### src/rtl/complex_matrix_vector_multiply_macros.svh
// Assertion macros for the complex matrix-vector multiplier.
// Included by the top level; no other dependencies.
`ifndef COMPLEX_MATRIX_VECTOR_MULTIPLY_MACROS_SVH
`define COMPLEX_MATRIX_VECTOR_MULTIPLY_MACROS_SVH
`ifndef SYNTHESIS
`define CMVM_ASSERT_IMPL(name, clk, rst, ante, cons) \
   name: assert property (@(posedge clk) disable iff (rst) (ante) |-> (cons)) \
      else $error("cmvm assertion failed");
`define CMVM_ASSERT_NEXT(name, clk, rst, ante, cons) \
   name: assert property (@(posedge clk) disable iff (rst) (ante) |=> (cons)) \
      else $error("cmvm assertion failed");
`else
`define CMVM_ASSERT_IMPL(name, clk, rst, ante, cons)
`define CMVM_ASSERT_NEXT(name, clk, rst, ante, cons)
`endif
`endif

### src/rtl/cmvm_pkg.sv
// Shared types and constants for the complex matrix-vector multiplier.
// No dependencies.
package cmvm_pkg;

   localparam int CSR_IDX_W  = 1;
   localparam int CSR_DATA_W = 5;

   localparam logic [CSR_IDX_W-1:0]  CSR_DIM     = 1'b0;
   localparam logic [CSR_IDX_W-1:0]  CSR_ADJOINT = 1'b1;
   localparam logic [CSR_DATA_W-1:0] DIM_RESET   = 5'd16;

   localparam int CMD_DEPTH = 4;
   localparam int OUT_DEPTH = 4;

   typedef enum logic [1:0] {
      CMD_MATRIX,
      CMD_VECTOR,
      CMD_START
   } cmd_kind_type;

   typedef enum logic {
      ST_IDLE,
      ST_RUN
   } state_type;

   typedef struct packed {
      logic valid;
      logic row_first;
      logic row_end;
      logic prod_last;
      logic adj;
   } ctl_type;

endpackage

### src/rtl/cmvm_fifo.sv
// Small flop-based FIFO with occupancy count.
// No dependencies.
module cmvm_fifo #(
   parameter int WIDTH = 8,
   parameter int DEPTH = 4,
   localparam int CW = $clog2(DEPTH + 1)
) (
   input  logic             clock,
   input  logic             reset,
   input  logic             push,
   input  logic [WIDTH-1:0] wdata,
   input  logic             pop,
   output logic [WIDTH-1:0] rdata,
   output logic             empty,
   output logic             full,
   output logic [CW-1:0]    count
);

   localparam int PW = (DEPTH > 1) ? $clog2(DEPTH) : 1;

   logic [WIDTH-1:0] mem_ff [DEPTH];
   logic [PW-1:0]    head_ff, head_in;
   logic [PW-1:0]    tail_ff, tail_in;
   logic [CW-1:0]    count_ff, count_in;
   logic             do_push, do_pop;

   assign empty   = (count_ff == '0);
   assign full    = (32'(count_ff) == DEPTH);
   assign count   = count_ff;
   assign rdata   = mem_ff[head_ff];
   assign do_push = push && !full;
   assign do_pop  = pop && !empty;

   always_comb begin
      head_in  = head_ff;
      tail_in  = tail_ff;
      if (do_pop) begin
         head_in = (32'(head_ff) == DEPTH - 1) ? '0 : head_ff + PW'(1);
      end
      if (do_push) begin
         tail_in = (32'(tail_ff) == DEPTH - 1) ? '0 : tail_ff + PW'(1);
      end
      count_in = count_ff + CW'(do_push) - CW'(do_pop);
   end

   always_ff @(posedge clock) begin
      if (reset) begin
         head_ff  <= '0;
         tail_ff  <= '0;
         count_ff <= '0;
      end else begin
         head_ff  <= head_in;
         tail_ff  <= tail_in;
         count_ff <= count_in;
      end
   end

   always_ff @(posedge clock) begin
      if (do_push) begin
         mem_ff[tail_ff] <= wdata;
      end
   end

endmodule

### src/rtl/cmvm_front.sv
// Front end: accepts input items, drops out-of-range writes, classifies the
// rest and queues them as commands. Depends on cmvm_pkg and cmvm_fifo.
module cmvm_front #(
   parameter int MAX_DIM      = 16,
   parameter int SAMPLE_WIDTH = 16,
   localparam int IW = $clog2(MAX_DIM)
) (
   input  logic                         clock,
   input  logic                         reset,
   input  logic                         push,
   output logic                         full,
   input  logic                         action,
   input  logic [IW-1:0]                row,
   input  logic [IW-1:0]                column,
   input  logic [SAMPLE_WIDTH-1:0]      value_re,
   input  logic [SAMPLE_WIDTH-1:0]      value_im,
   input  logic                         last,
   input  logic                         cmd_pop,
   output logic                         cmd_empty,
   output cmvm_pkg::cmd_kind_type       cmd_kind,
   output logic [IW-1:0]                cmd_row,
   output logic [IW-1:0]                cmd_col,
   output logic [SAMPLE_WIDTH-1:0]      cmd_re,
   output logic [SAMPLE_WIDTH-1:0]      cmd_im
);

   import cmvm_pkg::*;

   localparam int SW = SAMPLE_WIDTH;
   localparam int KW = $bits(cmd_kind_type);
   localparam int CMD_W = KW + 2 * IW + 2 * SW;

   cmd_kind_type     kind;
   logic             keep;
   logic             row_ok, col_ok;
   logic [CMD_W-1:0] cmd_wdata, cmd_rdata;

   assign row_ok = (32'(row) < MAX_DIM);
   assign col_ok = (32'(column) < MAX_DIM);

   always_comb begin
      if (!action) begin
         kind = CMD_MATRIX;
         keep = row_ok && col_ok;
      end else begin
         kind = last ? CMD_START : CMD_VECTOR;
         keep = col_ok;
      end
   end

   assign cmd_wdata = {kind, row, column, value_re, value_im};

   cmvm_fifo #(
      .WIDTH(CMD_W),
      .DEPTH(CMD_DEPTH)
   ) u_cmd_fifo (
      .clock(clock),
      .reset(reset),
      .push (push && keep),
      .wdata(cmd_wdata),
      .pop  (cmd_pop),
      .rdata(cmd_rdata),
      .empty(cmd_empty),
      .full (full),
      .count()
   );

   assign cmd_kind = cmd_kind_type'(cmd_rdata[CMD_W-1 -: KW]);
   assign cmd_row  = cmd_rdata[2*IW+2*SW-1 -: IW];
   assign cmd_col  = cmd_rdata[IW+2*SW-1 -: IW];
   assign cmd_re   = cmd_rdata[2*SW-1 -: SW];
   assign cmd_im   = cmd_rdata[SW-1:0];

endmodule

### config.mk
export PLATFORM = sky130hd
export DESIGN_NAME = cmvm_front
export DESIGN_NICKNAME = d
export VERILOG_FILES = /design/src/rtl/complex_matrix_vector_multiply_macros.svh /design/src/rtl/cmvm_pkg.sv /design/src/rtl/cmvm_fifo.sv /design/src/rtl/cmvm_front.sv
export SDC_FILE = /design/constraint.sdc
export NUM_CORES = 1
export LEC_CHECK = 0
export ABC_AREA = 1
export BUFFER_PORTS_ARGS = -buffer_cell sky130_fd_sc_hd__buf_2
export CAP_MARGIN = 20
export CORE_MARGIN = 2
export CORE_UTILIZATION = 40
export CTS_CLUSTER_DIAMETER = 150
export DETAILED_ROUTE_END_ITERATION = 8
export GPL_TIMING_DRIVEN = 0
export PLACE_DENSITY = 0.62
export SLEW_MARGIN = 25
export SYNTH_ARGS = -nofsm -noshare
export SYNTH_HDL_FRONTEND = slang
export SYNTH_SLANG_ARGS = --single-unit
### constraint.sdc
create_clock -name clock -period 6.4 [get_ports clock]
set_input_delay 1.92 -clock clock [delete_from_list [all_inputs] [get_ports clock]]
set_output_delay 1.92 -clock clock [all_outputs]
set_load 0.02 [all_outputs]
# After elaboration in Yosys (flattened, before gate mapping)

Memory sizes are Yosys's and may differ from the RTL's. A register that Yosys moved wholly into a read port is not among the register bits.
Index checks and enable logic that the tools add are counted.

Bits in registers: 7
RAM bits: 168
Input bits: 46
Logic and storage cells: 24
Memories kept: 1

Memory list:

| name              | depth | bits a word | rd ports | clocked after memory_dff | wr ports | line            | source |
|---|---|---|---|---|---|---|---|
| u_cmd_fifo.mem_ff | 4     | 42          | 1        | 1                        | 1        | cmvm_fifo.sv:21 | `logic [WIDTH-1:0] mem_ff [DEPTH];` |

Add/subtract/negate cells: 4
Equal/unequal tests: 3
Muxes and demuxes: 8
Reductions and logical operators: 5

Operators by type and width:

| operator                                                       | number |
|---|---|
| 2-bit two-way mux                                              | 6 |
| 2-bit by 1-bit adder with 2-bit output (second input constant) | 2 |
| 2-bit == test (second input constant)                          | 2 |
| 3-bit by 1-bit adder with 3-bit output                         | 1 |
| 3-bit == test (second input constant)                          | 1 |
| 3-bit zero test                                                | 1 |
| 3-bit by 1-bit subtractor with 3-bit output                    | 1 |
| 1-bit logical AND                                              | 2 |
| 1-bit zero test                                                | 2 |
| 1-bit two-way mux                                              | 2 |

# Logic depth before layout (Yosys ltp)

Gate-level depths: netlist (run 1).

Word-level depth: 5
Gate-level depth with buffers: 11
Mapped depth without buffers: 11

# By module

From an unflattened synthesis (run 1), not the netlist that was laid out.

Cell total of the unflattened synthesis: 477
Area, all modules: 6760.2 µm²

Modules (own cells, without submodules):

| module     | instances | cells an instance | area an instance (µm²) | seq. area each (µm²) |
|---|---|---|---|---|
| cmvm_fifo  | 1         | 473               | 6742.7                 | 5225.0 |
| cmvm_front | 1         | 4                 | 17.5                   | 0.0 |

# Least setup slack after synthesis (run 1)

OpenSTA, ideal clock, no wires.

Path kind: input to register
Start: input port push
End: memory u_cmd_fifo.mem_ff[0][0] (netlist name) (enable)
Setup time: 441 ps
Arrival: 3801 ps
Required time: 5959 ps
Slack: 2158 ps
Stages: 2
Path buffers: 0
Cell sequence: nand2_1 nor2_1

Cells in the longest elaborated chain, start to end: 3

RTL lines:

| item                                    | line             | source |
|---|---|---|
| start: declaration                      | cmvm_front.sv:10 | `input logic push,` |
| 1-bit logical AND                       | cmvm_fifo.sv:31  | `assign do_push = push && !full;` |
| 1-bit two-way mux                       | cmvm_fifo.sv:59  | `if (do_push) begin` |
| 1-bit two-way mux (not written as such) | cmvm_fifo.sv:60  | `mem_ff[tail_ff] <= wdata;` |
| end: declaration                        | cmvm_fifo.sv:21  |  |

No other way between the ends.

==> summary.txt, run 1 <==
Setup path
  – CP max-delay cell: clkbuf_1
  – Max incr delay on CP: 0.45 ns
  – Reg2Reg Depth: 11
  – Critical path depth: 6
  – Crit path max fanout: 10
  – Crit path DAT: 2.09 ns
  – Data required time at the worst endpoint: 4.48 ns
  – Worst path cell trace: buf_6, inv_2, clkbuf_1, o21ai_0, o22ai_1, buf_2
  – CP Launch Type: register
  – Worst Path Class, Setup: register to output pin
  – Crit path max-delay family: buffers and inverters
  – CP bufs+invs: 4
  – Endpoint type of the worst setup path: output pin
  – RR Startpoint: u_cmd_fifo.count[1]$_SDFF_PP0_

STA
  – Clk_skew: 0.00587 ns
  – Max Fclk: approximately 250 MHz
  – Max_slew headroom: approximately 60%
  – Final Max Tran Viols: 0
  – Final Hold Vio Count: 0
  – Final worst-path cycle share: a little over three fifths
  – RSZ-0062 raised after global routing: no
  – Worst-Margin Slew: around 0.58 ns
  – Final period demand of the worst path: around 4.0 ns
  – Setup TNS: 0 ns
  – Post-route worst setup slack: between 2 and 2.5 ns
  – Final setup viols: 0

Logic synthesis
  – Avg Cell Area, Syn: 14.0 sq um
  – Yosys cell types: 17
  – Synth Instances: around 480
  – Yosys reg bits: 177
  – Sequential area share after synthesis: a little under 80%
  – Synthesized area: between 0.006 and 0.007 sq mm
  – Syn nets: roughly 540
  – Ys Warns: 0

Global routing
  – Total track usage: ~17%
  – M3 GR Usage: ~5.4%
  – First-pass GRT wire length: ~23 mm
  – Vias in the first global route: 4,458
  – Largest net degree at the start of global routing: 21
  – Met2 usage: 28.6%
  – Layer with the highest usage: met2
  – Gr ovfl total: 0
  – Initial antenna violation count: 0
  – Grt met1 use: between 20% and 30%

Placed design
  – GPL Wtd Cong: approximately 0.76
  – Pre-CTS WS: between 2 and 3 ns
  – Number of buffers added on ports: slightly below 90
  – Post-DP HPWL: approximately 9.3 mm

CTS
  – H-tree levels: 4
  – Total CTS buffers: 17
  – Clock sink count: 177
  – Setup repair bufs after CTS: 0
  – CTS Hold Bufs: 0
  – CTS root buffer: clkbuf_16
  – Clock transition at path regs: around 0.060 ns
  – Post-cts resize count: 0
  – Clock latency on the worst-skew pair: between 0.4 and 0.5 ns
  – CTS tree: yes
  – CTS max path bufs: 2

Route
  – Vias: between 4,000 and 5,000
  – Post-DR wirelength/cell: 18.0 microns
  – Drt pass-1 iters: 5
  – DRC violations left: 0
  – Via/cell ratio: around 5.2
  – 1st-iter DRT viols: 397
  – Drt total wl: around 15 mm
  – Post-DRT Antenna Nets: 0

Layout
  – Layout cells sized above 1: 22.6%
  – Area grow syn2layout: 21.7%
  – Commonest cells after routing, fill and taps aside: 168 x edfxtp_1, 95 x buf_2, 94 x nor2_1, 63 x o21ai_0, 42 x o22ai_1
  – Commonest non-fill, non-tap cell in the layout: edfxtp_1
  – N_diodes: 0
  – Fin nets: roughly 650
  – Filler cell count: around 1,400

Worst hold path
  – Worst Hold Class: register to register
  – Hold depth: 2
  – Min-delay src: u_cmd_fifo.tail_ff[0]$_SDFFE_PP0P_

Outcome
  – Status: finished clean

Pwr
  – Pwr per Cell Area: between 400 and 500 mW/mm^2
  – Maximum VDD drop: 0.000202 V
  – Leakage power: 2.97 nW

Flow run
  – Max cap viols: 0

Floorplanning
  – Chip width: 134 microns
  – Row count: between 40 and 50
  – Core ar.: between 0.015 and 0.02 sq mm
  – Die height: about 130 microns
  – Initial Util: roughly two fifths
  – I/O pin total: 90
  – Full die area: about 0.018 sq mm
==> kinds of logic after synthesis <==
kind of cell             synth area share [%]
adder cells (fa/ha/maj)                  1.60
AND/OR/NAND/NOR                          6.47
AO/OA/AOI/OAI                            10.6
buffers and inverters                    3.84
flip-flops                               77.5
==> metrics by stage <==
step	hold slack, ns	power [mW]	utilization (%)	instance area [sq um]	cells
6_report	0.549	3.51	49.7	8210	830
5_1_grt	0.590	3.69	49.7	8210	830
4_1_cts	0.550	3.54	49.7	8210	830
3_5_place_dp	0.543	2.64	46.6	7700	800
3_3_place_gp	0.515	2.57	45.2	7460	792
2_1_floorplan	0.483	2.18	-	6740	483
==> area by class of cell <==
type	instances	area (sq um)	share of cell area [%]
plain buffers	26	165	2.01
clock buffers	20	437	5.32
clock inverters	10	71.3	0.869
inverters	25	93.8	1.14
multi-input cells	255	1290	15.7
flip-flops and latches	177	5230	63.7
well taps	220	275	3.35
repair buffers	97	651	7.93
==> synth_stat cells <==
cell	number	area (sq um)
inv_2	1	3.75
o22ai_1	42	263
fa_1	1	20.0
nand3_1	4	20.0
nor2_1	98	368
a21oi_1	4	20.0
o21ai_1	22	110
buf_6	8	90.1
edfxtp_1	168	5040
clkbuf_1	12	45.0
dfxtp_1	9	180
nand2_1	13	48.8
o21ai_0	63	315
ha_1	7	87.6
inv_1	24	90.1
a21boi_0	1	7.51
buf_2	6	30.0
==> worst paths after layout <==
check / endpoint / slack [ns]
setup / recovery: cmd_im[7] / 2.39
setup reg to reg: u_cmd_fifo.count[2]$_SDFF_PP0_ / 4.39
hold / removal: u_cmd_fifo.tail_ff[0]$_SDFFE_PP0P_ / 0.55
hold reg to reg: u_cmd_fifo.tail_ff[0]$_SDFFE_PP0P_ / 0.55
==> registers in the layout (all words and copies together), names as in the netlist, named ones only <==
name / count
u_cmd_fifo.head_ff: 2
u_cmd_fifo.mem_ff: 168
u_cmd_fifo.tail_ff: 2
u_cmd_fifo.count: 3
==> tightest hold or removal path, cell delays in order (launching register included) <==
cell and delay, ns:
dfxtp_1 0.34, a21oi_1 0.12, nor2_1 0.05
==> where the power goes <==
| part | internal (mW) | leakage [nW] | total [mW] | switching [mW] |
|---|---|---|---|---|
| Combinational | 0.368 | 1.11 | 1.14 | 0.773 |
| Clock | 0.521 | 0.247 | 0.905 | 0.385 |
| Sequential | 1.42 | 1.61 | 1.46 | 0.0434 |
==> routing by layer <==
layer | wire length (microns) | share of wire, %
met1 | 6340 | 42
met2 | 7490 | 50
met3 | 889 | 5.9
met4 | 248 | 1.7
met5 | 0 | 0
Power figures use the tool's default switching activity.
==> run 2, diff against run 1 <==
- ABC_AREA: 1 -> 0
- clock period: 6.4 -> 4.15 ns (I/O delays scaled with it)
==> summary.txt, run 2 <==
STA
  – Worst-Margin Slew: roughly 0.7 ns
  – Max Fclk: ~320 MHz
  – Final worst-path cycle share: about three quarters
  – Final Max Tran Viols: 0
  – Setup TNS: 0 ns
  – Final Hold Vio Count: 0
  – Final setup viols: 0
  – Clk_skew: around 0.0065 ns
  – Max_slew headroom: a little over half
  – RSZ-0062 raised after global routing: no
  – Final period demand of the worst path: 3.14 ns

Placed design
  – Number of buffers added on ports: slightly below 90
  – Cells after DPL: 578
  – Post-DP HPWL: 6.75 mm
  – Placed Instance Area: around 0.0073 sq mm
  – GPL Wtd Cong: about 0.73

Setup path
  – Crit path max fanout: 10
  – Worst Path Class, Setup: register to output pin
  – Data required time at the worst endpoint: 2.90 ns
  – Endpoint type of the worst setup path: output pin
  – Worst path cell trace: buf_2, buf_6, mux4_2, buf_2
  – CP max-delay cell: mux4_2
  – Crit path DAT: between 1.5 and 2 ns
  – Cell mode on critical path: buf_2
  – Max incr delay on CP: between 0.5 and 0.6 ns
  – CP Launch Type: register

Global routing
  – Largest net degree at the start of global routing: 43
  – Gr ovfl total: 0
  – First-pass GRT wire length: 18.1 mm
  – Total track usage: 13.9%
  – Vias in the first global route: around 3,400
  – Initial antenna violation count: 0

Logic synthesis
  – Top FF cell, synth: edfxtp_1
  – Compound-Gate Fraction of Synth Area: less than 1%
  – Yosys reg bits: 177
  – Synth async-reset ratio: 0%
  – Share of the synthesized area in the top cell type: 76.7%
  – Post-synthesis xor/xnor area fraction: 0.133%
  – Most frequent cell after synthesis: edfxtp_1
  – Mux contribution to synthesized area: 14.5%
  – Ys Warns: 0
  – Post-Synth Simple-Gate Area: ~1.8%
  – Most frequent cells after synthesis: 168 x edfxtp_1, 42 x mux4_2, 9 x dfxtp_1, 7 x ha_1, 7 x inv_1
  – Avg Cell Area, Syn: 24.0 sq um
  – Synthesized area: about 0.0066 sq mm
  – Syn nets: about 330
  – Largest family of logic cells by synthesized area: multiplexers
  – Yosys cell types: 28
  – Adder-cell share of the synthesized area: around 1.6%
  – Top post-synthesis cells by area: edfxtp_1 77%, mux4_2 14%, dfxtp_1 2.7%, ha_1 1.3%, buf_6 0.86%
  – Sequential area share after synthesis: approximately four fifths
  – Synth area leader: edfxtp_1
  – Synth Instances: roughly 270
  – Number of synthesized flops with an enable pin: about 170

Route
  – 1st-iter DRT viols: 210
  – Vias: 2,998
  – Drt total wl: between 10 and 15 mm
  – Via/cell ratio: 4.91
  – Post-DR wirelength/cell: about 19 microns
  – Drt pass-1 iters: 4
  – Post-DRT Antenna Nets: 0
  – DRC violations left: 0

Outcome
  – Status: finished clean

Pwr
  – Clock power frac: between 30% and 40%
  – Maximum VDD drop: around 0.00028 V
  – Pint: between 3 and 4 mW
  – Sw Pwr: ~1.3 mW
  – Flop pwr share: a little under half
  – Combinational cell fraction of total power: a little under a quarter
  – Pwr per Cell Area: 608 mW/mm^2
  – Sw Ratio: 27.5%
  – Leakage power: between 2 and 3 nW
  – Total Power: about 4.8 mW

CTS
  – Total CTS buffers: 17
  – CTS tree: yes
  – CTS Hold Bufs: 0
  – CTS max path bufs: 2
  – CTS root buffer: clkbuf_16
  – Post-cts resize count: 0
  – Clock latency on the worst-skew pair: between 0.4 and 0.5 ns
  – Setup repair bufs after CTS: 0
  – H-tree levels: 4
  – Clock transition at path regs: approximately 0.060 ns
  – Clock sink count: about 180

Layout
  – Layout cells sized above 1: between 40% and 50%
  – Most flops, register: u_cmd_fifo.mem_ff
  – Commonest non-fill, non-tap cell in the layout: edfxtp_1
  – Final Util: 48.9%
  – Fin cells: between 600 and 700
  – Area grow syn2layout: 19.1%
  – Filler cell count: around 1,400
  – Largest register FFs: between 150 and 200
  – Finished Cell Area: between 0.007 and 0.008 sq mm
  – Commonest cells after routing, fill and taps aside: 168 x edfxtp_1, 93 x buf_2, 42 x mux4_2, 17 x clkbuf_16, 9 x dfxtp_1
  – Fin nets: between 400 and 500

Floorplanning
  – Chip width: around 130 microns
  – Row count: between 40 and 50
  – Initial Util: between 40% and 50%
  – Core ar.: between 0.015 and 0.02 sq mm
  – Full die area: between 0.015 and 0.02 sq mm
  – Die height: 132 microns
  – I/O pin total: 90

Worst hold path
  – Worst Hold Class: register to register

Flow run
  – Max cap viols: 0
==> run 2: cell type report <==
cell class | count | area (sq um) | share of cell area [%]
flip-flops and latches | 177 | 5230 | 66.7
multi-input cells | 77 | 1240 | 15.8
repair buffers | 88 | 440 | 5.62
clock buffers | 19 | 433 | 5.53
well taps | 216 | 270 | 3.45
clock inverters | 13 | 95.1 | 1.21
plain buffers | 12 | 88.8 | 1.13
inverters | 8 | 35.0 | 0.447
diodes | 1 | 2.50 | 0.0320
==> run 2: final timing paths <==
kind / from / end / slack [ns] / depth (start not counted)
max: register / cmd_col[0] / 1.01 / 4
min: u_cmd_fifo.head_ff[0]$_SDFFE_PP0N_ / register / 0.51 / 2
max reg2reg: u_cmd_fifo.count[1]$_SDFF_PP0_ / u_cmd_fifo.count[2]$_SDFF_PP0_ / 1.65 / 10
min reg2reg: u_cmd_fifo.head_ff[0]$_SDFFE_PP0N_ / register / 0.51 / 2
==> run 2: worst max-delay path: cells and delay by family, from the launching register on <==
kind / cells / cell delay, ns
buffers and inverters: 3 / 0.64
muxes: 1 / 0.54
DFF: 1 / 0.30
==> run 2: routing by layer <==
| metal | GRT usage [%] | part of all wire (%) | routed length (microns) | up-vias |
|---|---|---|---|---|
| li1 | - | - | - | 1360 |
| met2 | 23.1 | 50 | 5630 | 76 |
| met1 | 17.4 | 44 | 5010 | 1550 |
| met4 | 4.30 | 1.1 | 120 | 0 |
| met3 | 4.54 | 4.9 | 555 | 12 |
| met5 | 0 | 0 | 0 | - |
==> run 2: cell families after synthesis <==
group	after synthesis
flops	177
mux	43
buf+inv	20
simple gates	20
fa+ha+maj	8
compound gates	5
xor+xnor	1
==> run 2: metrics by stage <==
stage               worst slack [ns]  hold slack (ns)
floorplan                       1.36            0.463
global placement                1.14            0.479
detailed placement              1.07            0.491
CTS                            0.961            0.500
global route                   0.874            0.517
finish                          1.01            0.505
==> run 2: power by group through the flow <==
stage	Combinational, mW	Sequential (mW)	Clock, mW
global placement	1.11	2.25	0
detailed placement	1.14	2.26	0
floorplan	0.789	2.24	0
finish	1.11	2.22	1.43
global route	1.20	2.24	1.53
CTS	1.14	2.22	1.46
